**config.mk**
```make
export PLATFORM = sky130hd
export DESIGN_NAME = led_matrix_pwm_scan_driver_flat
export DESIGN_NICKNAME = d
export VERILOG_FILES = /design/src/hdl/lmpsd_pkg.sv /design/src/hdl/lmpsd_ifs.sv /design/src/hdl/led_matrix_pwm_scan_driver.sv /design/src/flat_wrapper.sv
export VERILOG_INCLUDE_DIRS = /design/src /design/src/hdl
export SDC_FILE = /design/constraint.sdc
export NUM_CORES = 1
export LEC_CHECK = 0
export BUFFER_PORTS_ARGS = -buffer_cell sky130_fd_sc_hd__buf_4
export CAP_MARGIN = 25
export CORE_MARGIN = 4
export CORE_UTILIZATION = 55
export DETAILED_ROUTE_END_ITERATION = 6
export PLACE_DENSITY = 0.83
export SLEW_MARGIN = 20
export SYNTH_ARGS = -nofsm -noshare
export SYNTH_HDL_FRONTEND = slang
export SYNTH_SLANG_ARGS = --single-unit
```
**constraint.sdc**
```tcl
create_clock -name clock -period 4.5 [get_ports clock]
set_clock_uncertainty 0.2 [all_clocks]
set_input_delay 0.9 -clock clock [delete_from_list [all_inputs] [get_ports clock]]
set_output_delay 0.9 -clock clock [all_outputs]
set_load 0.01 [all_outputs]
```
**src/hdl/led_matrix_pwm_scan_driver_macros.svh**
```systemverilog
// Assertion helpers for the LED matrix scan driver.
// Every macro samples on the rising edge of the local clock and is
// disabled while the local reset is high.
`ifndef LED_MATRIX_PWM_SCAN_DRIVER_MACROS_SVH
`define LED_MATRIX_PWM_SCAN_DRIVER_MACROS_SVH

// The consequent must hold in the same cycle as the antecedent.
`define LMPSD_ASSERT_SAME(label, ante, cons, msg) \
   label: assert property (@(posedge clock) disable iff (reset) (ante) |-> (cons)) \
      else $error(msg);

// The consequent must hold in the cycle after the antecedent.
`define LMPSD_ASSERT_NEXT(label, ante, cons, msg) \
   label: assert property (@(posedge clock) disable iff (reset) (ante) |=> (cons)) \
      else $error(msg);

`endif

```
**src/hdl/lmpsd_pkg.sv**
```systemverilog
package lmpsd_pkg;

   localparam int FUNC_W      = 2;
   localparam int BYTE_W      = 8;
   localparam int MATRIX_SIDE = 8;
   localparam int COL_W       = 3;
   localparam int RING_BYTES  = 32;
   localparam int RING_IDX_W  = 5;
   localparam int ROW_BYTES   = MATRIX_SIDE / 2;
   localparam int LANE_W      = 2;
   localparam int MEM_ROWS    = 2 * MATRIX_SIDE;
   localparam int MEM_ADDR_W  = COL_W + 1;
   localparam int ROW_W       = ROW_BYTES * BYTE_W;
   localparam int PWM_SLOTS   = 63;
   localparam int SLOT_W      = 6;
   localparam int NIB_W       = 4;

   localparam logic [FUNC_W-1:0] FUNC_BYTE    = 2'd0;
   localparam logic [FUNC_W-1:0] FUNC_RELEASE = 2'd1;
   localparam logic [FUNC_W-1:0] FUNC_TICK    = 2'd2;

   // 4-bit color to on-slot count, linear to 8 then geometric.
   function automatic logic [SLOT_W-1:0] level_of_color(input logic [NIB_W-1:0] nib);
      logic [SLOT_W-1:0] lvl;
      case (nib)
         4'd9:    lvl = 6'd11;
         4'd10:   lvl = 6'd15;
         4'd11:   lvl = 6'd20;
         4'd12:   lvl = 6'd26;
         4'd13:   lvl = 6'd35;
         4'd14:   lvl = 6'd47;
         4'd15:   lvl = 6'd63;
         default: lvl = {2'b00, nib};
      endcase
      return lvl;
   endfunction

endpackage

```
**src/hdl/lmpsd_ifs.sv**
```systemverilog
interface lmpsd_req_if;
   logic                           valid;
   logic                           ready;
   logic [lmpsd_pkg::FUNC_W-1:0]   func;
   logic [lmpsd_pkg::BYTE_W-1:0]   spi_byte;

   modport source (output valid, func, spi_byte, input ready);
   modport sink   (input valid, func, spi_byte, output ready);
endinterface

interface lmpsd_rsp_if;
   logic                              valid;
   logic                              ready;
   logic [lmpsd_pkg::BYTE_W-1:0]      miso_byte;
   logic [lmpsd_pkg::MATRIX_SIDE-1:0] col_drive;
   logic [lmpsd_pkg::MATRIX_SIDE-1:0] row_drive;
   logic                              frame_swapped;

   modport source (output valid, miso_byte, col_drive, row_drive, frame_swapped,
                   input ready);
   modport sink   (input valid, miso_byte, col_drive, row_drive, frame_swapped,
                   output ready);
endinterface

```
**src/hdl/led_matrix_pwm_scan_driver.sv**
```systemverilog
// Channel   | Dir | Words carried
// ----------+-----+------------------------------------------------------
// req_chan  | in  | func, spi_byte: serial byte, chip-select release, tick
// rsp_chan  | out | miso_byte, col_drive, row_drive, frame_swapped
//
// One word is taken per clock unless stalled; each word yields one result word.
// The frame memory has one write port and two registered read ports, which set
// the two-stage depth: read at accept time, decode into the result register.
// Reset is synchronous and active high; reset clears all control state and the
// per-byte valid bits, so the frame banks read as zero until written.
// A stalled result holds the pipeline; req_chan.ready drops only while both the
// read stage and the result register are full and the result is not taken.

`include "led_matrix_pwm_scan_driver_macros.svh"

module led_matrix_pwm_scan_driver (
   input  logic        clock,
   input  logic        reset,
   lmpsd_req_if.sink   req_chan,
   lmpsd_rsp_if.source rsp_chan
);

   // Read stage contents: everything the result decode needs, captured at the
   // edge where the word is accepted.
   typedef struct packed {
      logic [lmpsd_pkg::FUNC_W-1:0]    func;
      logic                            swapped;
      logic [lmpsd_pkg::COL_W-1:0]     col;
      logic [lmpsd_pkg::SLOT_W-1:0]    slot;
      logic [lmpsd_pkg::LANE_W-1:0]    lane;
      logic [lmpsd_pkg::ROW_BYTES-1:0] show_valid;
      logic [lmpsd_pkg::ROW_BYTES-1:0] rx_valid;
   } stage_type;

   // Architectural state.
   logic                              receive_bank_ff, receive_bank_in;
   logic [lmpsd_pkg::RING_IDX_W-1:0]  ring_index_ff, ring_index_in;
   logic                              byte_seen_ff, byte_seen_in;
   logic [lmpsd_pkg::COL_W-1:0]       scan_column_ff, scan_column_in;
   logic [lmpsd_pkg::SLOT_W-1:0]      pwm_slot_ff, pwm_slot_in;

   // The two banks share one memory. A row is one matrix column (four bytes),
   // addressed by {bank, column}. The ring index maps to row index[4:2] and
   // byte lane index[1:0], matching the pixel layout col*4 + row/2.
   logic [lmpsd_pkg::ROW_W-1:0]       frame_mem_ff [lmpsd_pkg::MEM_ROWS];
   logic [2*lmpsd_pkg::RING_BYTES-1:0] valid_ff;

   // Pipeline registers.
   logic                              sa_valid_ff, sa_valid_in;
   stage_type                         sa_ff, sa_in;
   logic [lmpsd_pkg::ROW_W-1:0]       show_row_ff;
   logic [lmpsd_pkg::ROW_W-1:0]       rx_row_ff;
   logic                              rsp_valid_ff, rsp_valid_in;
   logic [lmpsd_pkg::BYTE_W-1:0]      miso_ff, miso_in;
   logic [lmpsd_pkg::MATRIX_SIDE-1:0] col_drive_ff, col_drive_in;
   logic [lmpsd_pkg::MATRIX_SIDE-1:0] row_drive_ff, row_drive_in;
   logic                              swapped_ff, swapped_in;

   // Handshake and addressing.
   logic                              out_load;
   logic                              sa_adv;
   logic                              accept;
   logic                              do_byte, do_swap, do_tick;
   logic [lmpsd_pkg::RING_IDX_W-1:0]  index_next;
   logic [lmpsd_pkg::MEM_ADDR_W-1:0]  wr_addr, show_addr, rx_addr;
   logic                              slot_wrap;

   // The result register loads whenever it is empty or being drained; the read
   // stage moves forward into it at the same time.
   assign out_load       = !rsp_valid_ff || rsp_chan.ready;
   assign sa_adv         = sa_valid_ff && out_load;
   assign req_chan.ready = !sa_valid_ff || out_load;
   assign accept         = req_chan.valid && req_chan.ready;

   assign do_byte = accept && (req_chan.func == lmpsd_pkg::FUNC_BYTE);
   assign do_swap = accept && (req_chan.func == lmpsd_pkg::FUNC_RELEASE) && byte_seen_ff;
   assign do_tick = accept && (req_chan.func == lmpsd_pkg::FUNC_TICK);

   assign index_next = ring_index_ff + lmpsd_pkg::RING_IDX_W'(1);
   assign wr_addr    = {receive_bank_ff,
                        ring_index_ff[lmpsd_pkg::RING_IDX_W-1:lmpsd_pkg::LANE_W]};
   assign rx_addr    = {receive_bank_ff,
                        index_next[lmpsd_pkg::RING_IDX_W-1:lmpsd_pkg::LANE_W]};
   assign show_addr  = {!receive_bank_ff, scan_column_ff};

   // A slot at or past the last one wraps to zero and steps the column.
   assign slot_wrap = ((lmpsd_pkg::SLOT_W+1)'(pwm_slot_ff) + (lmpsd_pkg::SLOT_W+1)'(1))
                      >= (lmpsd_pkg::SLOT_W+1)'(lmpsd_pkg::PWM_SLOTS);

   always_comb begin
      receive_bank_in = receive_bank_ff;
      ring_index_in   = ring_index_ff;
      byte_seen_in    = byte_seen_ff;
      scan_column_in  = scan_column_ff;
      pwm_slot_in     = pwm_slot_ff;
      if (do_byte) begin
         ring_index_in = index_next;
         byte_seen_in  = 1'b1;
      end
      if (do_swap) begin
         receive_bank_in = !receive_bank_ff;
         ring_index_in   = '0;
         byte_seen_in    = 1'b0;
      end
      if (do_tick) begin
         if (slot_wrap) begin
            pwm_slot_in    = '0;
            scan_column_in = scan_column_ff + lmpsd_pkg::COL_W'(1);
         end else begin
            pwm_slot_in = pwm_slot_ff + lmpsd_pkg::SLOT_W'(1);
         end
      end
   end

   // Capture of the per-word context. The valid bits are sampled with the
   // same old-contents view as the memory reads below.
   always_comb begin
      sa_in.func       = req_chan.func;
      sa_in.swapped    = do_swap;
      sa_in.col        = scan_column_ff;
      sa_in.slot       = pwm_slot_ff;
      sa_in.lane       = index_next[lmpsd_pkg::LANE_W-1:0];
      sa_in.show_valid = valid_ff[{show_addr, {lmpsd_pkg::LANE_W{1'b0}}} +: lmpsd_pkg::ROW_BYTES];
      sa_in.rx_valid   = valid_ff[{rx_addr, {lmpsd_pkg::LANE_W{1'b0}}} +: lmpsd_pkg::ROW_BYTES];
      if (sa_adv && !accept) begin
         sa_valid_in = 1'b0;
      end else if (accept) begin
         sa_valid_in = 1'b1;
      end else begin
         sa_valid_in = sa_valid_ff;
      end
   end

   always_ff @(posedge clock) begin
      if (reset) begin
         receive_bank_ff <= 1'b0;
         ring_index_ff   <= '0;
         byte_seen_ff    <= 1'b0;
         scan_column_ff  <= '0;
         pwm_slot_ff     <= '0;
         valid_ff        <= '0;
         sa_valid_ff     <= 1'b0;
         rsp_valid_ff    <= 1'b0;
      end else begin
         receive_bank_ff <= receive_bank_in;
         ring_index_ff   <= ring_index_in;
         byte_seen_ff    <= byte_seen_in;
         scan_column_ff  <= scan_column_in;
         pwm_slot_ff     <= pwm_slot_in;
         sa_valid_ff     <= sa_valid_in;
         rsp_valid_ff    <= rsp_valid_in;
         if (do_byte) begin
            valid_ff[{receive_bank_ff, ring_index_ff}] <= 1'b1;
         end
      end
   end

   // Frame memory: one byte-lane write, two registered reads. Reads see the
   // contents from before this edge's write; the byte being read on a receive
   // is never the byte being written.
   always_ff @(posedge clock) begin
      if (do_byte) begin
         frame_mem_ff[wr_addr][ring_index_ff[lmpsd_pkg::LANE_W-1:0]*lmpsd_pkg::BYTE_W
                               +: lmpsd_pkg::BYTE_W] <= req_chan.spi_byte;
      end
      if (accept) begin
         show_row_ff <= frame_mem_ff[show_addr];
         rx_row_ff   <= frame_mem_ff[rx_addr];
         sa_ff       <= sa_in;
      end
   end

   // Result decode. Bytes never written read as zero through the valid mask.
   always_comb begin
      logic [lmpsd_pkg::BYTE_W-1:0] pix_byte;
      logic [lmpsd_pkg::NIB_W-1:0]  nib;
      miso_in      = '0;
      col_drive_in = '0;
      row_drive_in = '0;
      swapped_in   = sa_ff.swapped;
      pix_byte     = '0;
      nib          = '0;
      if (sa_ff.func == lmpsd_pkg::FUNC_BYTE && sa_ff.rx_valid[sa_ff.lane]) begin
         miso_in = rx_row_ff[sa_ff.lane*lmpsd_pkg::BYTE_W +: lmpsd_pkg::BYTE_W];
      end
      if (sa_ff.func == lmpsd_pkg::FUNC_TICK) begin
         col_drive_in = {{(lmpsd_pkg::MATRIX_SIDE-1){1'b0}}, 1'b1} << sa_ff.col;
         for (int r = 0; r < lmpsd_pkg::MATRIX_SIDE; r++) begin
            pix_byte = sa_ff.show_valid[r/2]
                       ? show_row_ff[(r/2)*lmpsd_pkg::BYTE_W +: lmpsd_pkg::BYTE_W] : '0;
            nib = (r % 2 == 1) ? pix_byte[lmpsd_pkg::BYTE_W-1:lmpsd_pkg::NIB_W]
                               : pix_byte[lmpsd_pkg::NIB_W-1:0];
            row_drive_in[r] = sa_ff.slot < lmpsd_pkg::level_of_color(nib);
         end
      end
      rsp_valid_in = out_load ? sa_valid_ff : rsp_valid_ff;
   end

   always_ff @(posedge clock) begin
      if (sa_adv) begin
         miso_ff      <= miso_in;
         col_drive_ff <= col_drive_in;
         row_drive_ff <= row_drive_in;
         swapped_ff   <= swapped_in;
      end
   end

   assign rsp_chan.valid         = rsp_valid_ff;
   assign rsp_chan.miso_byte     = miso_ff;
   assign rsp_chan.col_drive     = col_drive_ff;
   assign rsp_chan.row_drive     = row_drive_ff;
   assign rsp_chan.frame_swapped = swapped_ff;

   // A swap leaves the ring at its start with no pending bytes.
   `LMPSD_ASSERT_NEXT(a_swap_clears_ring, do_swap, ring_index_ff == '0 && !byte_seen_ff, "swap did not reset ring")
   // The slot counter never leaves its range.
   `LMPSD_ASSERT_SAME(a_slot_in_range, 1'b1, pwm_slot_ff < lmpsd_pkg::SLOT_W'(lmpsd_pkg::PWM_SLOTS), "pwm slot out of range")
   // A word held in the read stage is not dropped while the result is blocked.
   `LMPSD_ASSERT_NEXT(a_stage_holds, sa_valid_ff && !sa_adv, sa_valid_ff, "read stage lost a word")
   // A result that drives a column drives exactly one, with no MISO byte and no swap.
   `LMPSD_ASSERT_SAME(a_col_onehot, rsp_valid_ff && col_drive_ff != '0, $onehot(col_drive_ff) && miso_ff == '0 && !swapped_ff, "bad column drive")

endmodule

```
**src/flat_wrapper.sv**
```systemverilog
// flat-port wrapper written by rule: the top's interface ports become plain ports
module led_matrix_pwm_scan_driver_flat 
  (clock, reset, req_chan_valid, req_chan_func, req_chan_spi_byte, req_chan_ready, rsp_chan_valid, rsp_chan_miso_byte, rsp_chan_col_drive, rsp_chan_row_drive, rsp_chan_frame_swapped, rsp_chan_ready);
  lmpsd_req_if req_chan_i ();
  lmpsd_rsp_if rsp_chan_i ();
  input  logic clock;
  input  logic reset;
  input wire logic [$bits(req_chan_i.valid)-1:0] req_chan_valid;
  input wire logic [$bits(req_chan_i.func)-1:0] req_chan_func;
  input wire logic [$bits(req_chan_i.spi_byte)-1:0] req_chan_spi_byte;
  output wire logic [$bits(req_chan_i.ready)-1:0] req_chan_ready;
  output wire logic [$bits(rsp_chan_i.valid)-1:0] rsp_chan_valid;
  output wire logic [$bits(rsp_chan_i.miso_byte)-1:0] rsp_chan_miso_byte;
  output wire logic [$bits(rsp_chan_i.col_drive)-1:0] rsp_chan_col_drive;
  output wire logic [$bits(rsp_chan_i.row_drive)-1:0] rsp_chan_row_drive;
  output wire logic [$bits(rsp_chan_i.frame_swapped)-1:0] rsp_chan_frame_swapped;
  input wire logic [$bits(rsp_chan_i.ready)-1:0] rsp_chan_ready;
  assign req_chan_i.valid = req_chan_valid;
  assign req_chan_i.func = req_chan_func;
  assign req_chan_i.spi_byte = req_chan_spi_byte;
  assign req_chan_ready = req_chan_i.ready;
  assign rsp_chan_valid = rsp_chan_i.valid;
  assign rsp_chan_miso_byte = rsp_chan_i.miso_byte;
  assign rsp_chan_col_drive = rsp_chan_i.col_drive;
  assign rsp_chan_row_drive = rsp_chan_i.row_drive;
  assign rsp_chan_frame_swapped = rsp_chan_i.frame_swapped;
  assign rsp_chan_i.ready = rsp_chan_ready;
  led_matrix_pwm_scan_driver u_core (.clock(clock), .reset(reset), .req_chan(req_chan_i), .rsp_chan(rsp_chan_i));
endmodule
```
==> results.ini <==
[yosys]
synthTopCellsByArea=edfxtp_1, mux4_2, mux2i_1, dfxtp_1, o22ai_1
synth_top_cell_area_share_pct=56.4
syn_area_um2=33200
async_flop_share_pct=0
synth_nets=2206
avgSynthCellArea_um2=15.5
synth_edf_count=623
synth_ff_type=edfxtp_1
ys_seq_area_share_pct=61.4
synth.distinct_cells=58
synth-seq-cells=705
syn_inst=2143
synth_commonest_cells=edfxtp_1, mux2i_1, mux4_2, nor2_1, o22ai_1
synth_top_area_cell=edfxtp_1
yosysWarnings=0
synth.most_common_cell=edfxtp_1

[placement]
port_buffers=40
place_congestion=0.980
dp.cells=2861
dp_hpwl_mm=60.0

[timing]
post-route-min-period_ps=3630
timing.final.crit_share_pct=80.6
worstMarginPinSlew_ps=996
hold_viol_final=0
max_freq_mhz=276
setup_viol=0
fin_tns_setup_ps=0
slew_headroom_pct=33.5
drv_slew=0
rsz0062_at_grt=false

[finish]
area_growth_pct=10.3
final_util_pct=61.6
seqCellArea_um2=20400
diodes=0
instances_no_fill=2988
n_fill_cell=4055
fin_nets=2226
multi_input_comb_area_um2=12100
drive_gt1_share_pct=18.6

[route]
drtPass1Iterations=6
via_count=21200
via_per_inst=7.09
drt_iter0_drc=3296
drt-total-wl_mm=89.1
wl_per_cell_um=29.8
ant_nets=0
drc=0

[worst_setup_path]
critical_path.startpoint=u_core.ring_index_ff[3]$_SDFFE_PP0P_
path_cells=xnor2_1 > and3_4 > o21ai_4 > buf_4 > o22ai_1 > or4_1
reg2reg_depth=6
worstSetupStartpointType=flop
critPathTopFamily=flip-flops
worstPathMaxFanout=21
slowest_delay_ps=980
crit_type=flop to flop
path_depth=6
endpoint_kind=flop
r2r-start=u_core.ring_index_ff[3]$_SDFFE_PP0P_
critPathBufInv=1
worstPathRequired_ps=4650
cpMaxStageDelayCell=dfxtp_1
cp.arrival_ps=3780

[clock_network]
h-tree-depth=3
cts_root_buffer=clkbuf_16
clk_pin_slew_ps=60
ctsResizeCount=0
cts_buffers=72
post_cts_buffers=0
cts_sinks=705
cts_buffer_depth=3
ctsHoldBuffers=0
clk_latency_ps=620
cts_tree=built

[floorplanning]
core_area_um2=59400
row_count=89
ioPinCount=41
die_h_um=254
fp.dieW_um=254
start_util_pct=55.9
die-area_um2=64300

[global_route]
antenna_found_initial=7
grt_max_degree=103
grt_util_all_layers_pct=27.6
first_global_vias=20900
grt_pass1_wl_mm=132
grt-ovfl-total=0

[power_and_ir_drop]
leakagePower_nw=13.8
power.internal_mw=10.7
vdd_ir_drop_max_v=0.000258
switching_share_pct=20.3
pwr-share-seq_pct=53.5
pwr-share-clk_pct=44.2
p_per_area_nw_per_um2=368
comb_power_share_pct=2.3
power.switching_mw=2.73

[hold_path]
hold_path_depth=0
hp-class=flop to flop
hold_start=u_core.swapped_in$_DFFE_PP_

[run]
cap_violations=0

[run_status]
status=complete, no violations

==> cell usage in the layout, fill, tap and decap left out, types with 29 or more instances in the layout <==
cell	n
nor2_1	172
nand2_1	84
nand3_1	29
or4_1	36
clkbuf_16	76
mux4_2	188
buf_4	81
o22ai_1	144
ha_1	49
a21oi_1	69
dfxtp_1	78
edfxtp_1	623
mux2i_1	290
==> sequential cells by signal, summed over array words and instances (netlist names), 3 cells and up <==
signal / cells
u_core.sa_ff: 21
u_core.rsp_chan.row_drive: 8
u_core.ring_index_ff: 5
u_core.rx_row_ff: 32
u_core.rsp_chan.miso_byte: 8
u_core.rsp_chan.col_drive: 8
u_core.frame_mem_ff: 512
u_core.scan_column_ff: 3
u_core.valid_ff: 64
u_core.pwm_slot_ff: 6
u_core.show_row_ff: 32
==> kinds of logic (layout without fill, tap and decap cells) <==
group | after synthesis | in the layout | share of synthesized area [%]
DFF | 705 | 705 | 61.4
buffers and inverters | 154 | 226 | 2.30
AOI/OAI and AO/OA | 288 | 288 | 5.50
xor gates and xnor gates | 22 | 22 | 0.604
adders and majority gates | 49 | 49 | 1.85
and+or+nand+nor | 438 | 438 | 6.54
muxes | 487 | 487 | 21.8
==> per-stage QoR <==
| step | power (mW) | area [um^2] | setup WS [ps] | hold WS [ps] |
|---|---|---|---|---|
| after floorplan | 7.49 | 33200 | 137 | 200 |
| after global placement | 7.62 | 34200 | 941 | 206 |
| after detailed placement | 7.63 | 34200 | 901 | 221 |
| after CTS | 13.5 | 36600 | 964 | 236 |
| after global routing | 13.8 | 36600 | 752 | 248 |
| final | 13.5 | 36600 | 873 | 234 |
==> routing by layer <==
metal  part of all wire (%)  GRT usage, %  vias to the layer above  wire, um
met5                  0.026             0                        -        23
met3                     13          8.00                      352     11500
met2                     46          43.3                     1593     41400
li1                       -             -                     8647         -
met1                     35          36.5                    10600     31500
met4                    5.3          12.1                        4      4730
==> power by group through the flow <==
stage | clock network [mW] | registers, mW | logic, mW
5_1_grt | 6.28 | 7.20 | 0.331
2_1_floorplan | 0 | 7.30 | 0.189
3_3_place_gp | 0 | 7.33 | 0.286
4_1_cts | 5.99 | 7.19 | 0.302
6_report | 5.96 | 7.20 | 0.307
3_5_place_dp | 0 | 7.33 | 0.301
==> worst paths after layout <==
check | endpoint | slack, ps
worst max-delay path | u_core.rx_row_ff[28]$_DFFE_PP_ | 870
worst min-delay path | u_core.rsp_chan.frame_swapped$_DFFE_PP_ | 230
worst max register to register | u_core.rx_row_ff[28]$_DFFE_PP_ | 870
worst min register to register | u_core.rsp_chan.frame_swapped$_DFFE_PP_ | 230
==> cell type report <==
class | instances | area share (%)
Tap cell | 773 | 2.64
Timing Repair Buffer | 92 | 2.18
Multi-Input combinational cell | 1284 | 33.0
Clock inverter | 32 | 0.849
Inverter | 8 | 0.0821
Clock buffer | 94 | 5.52
Sequential cell | 705 | 55.7
(Power assumes the default switching activity.)
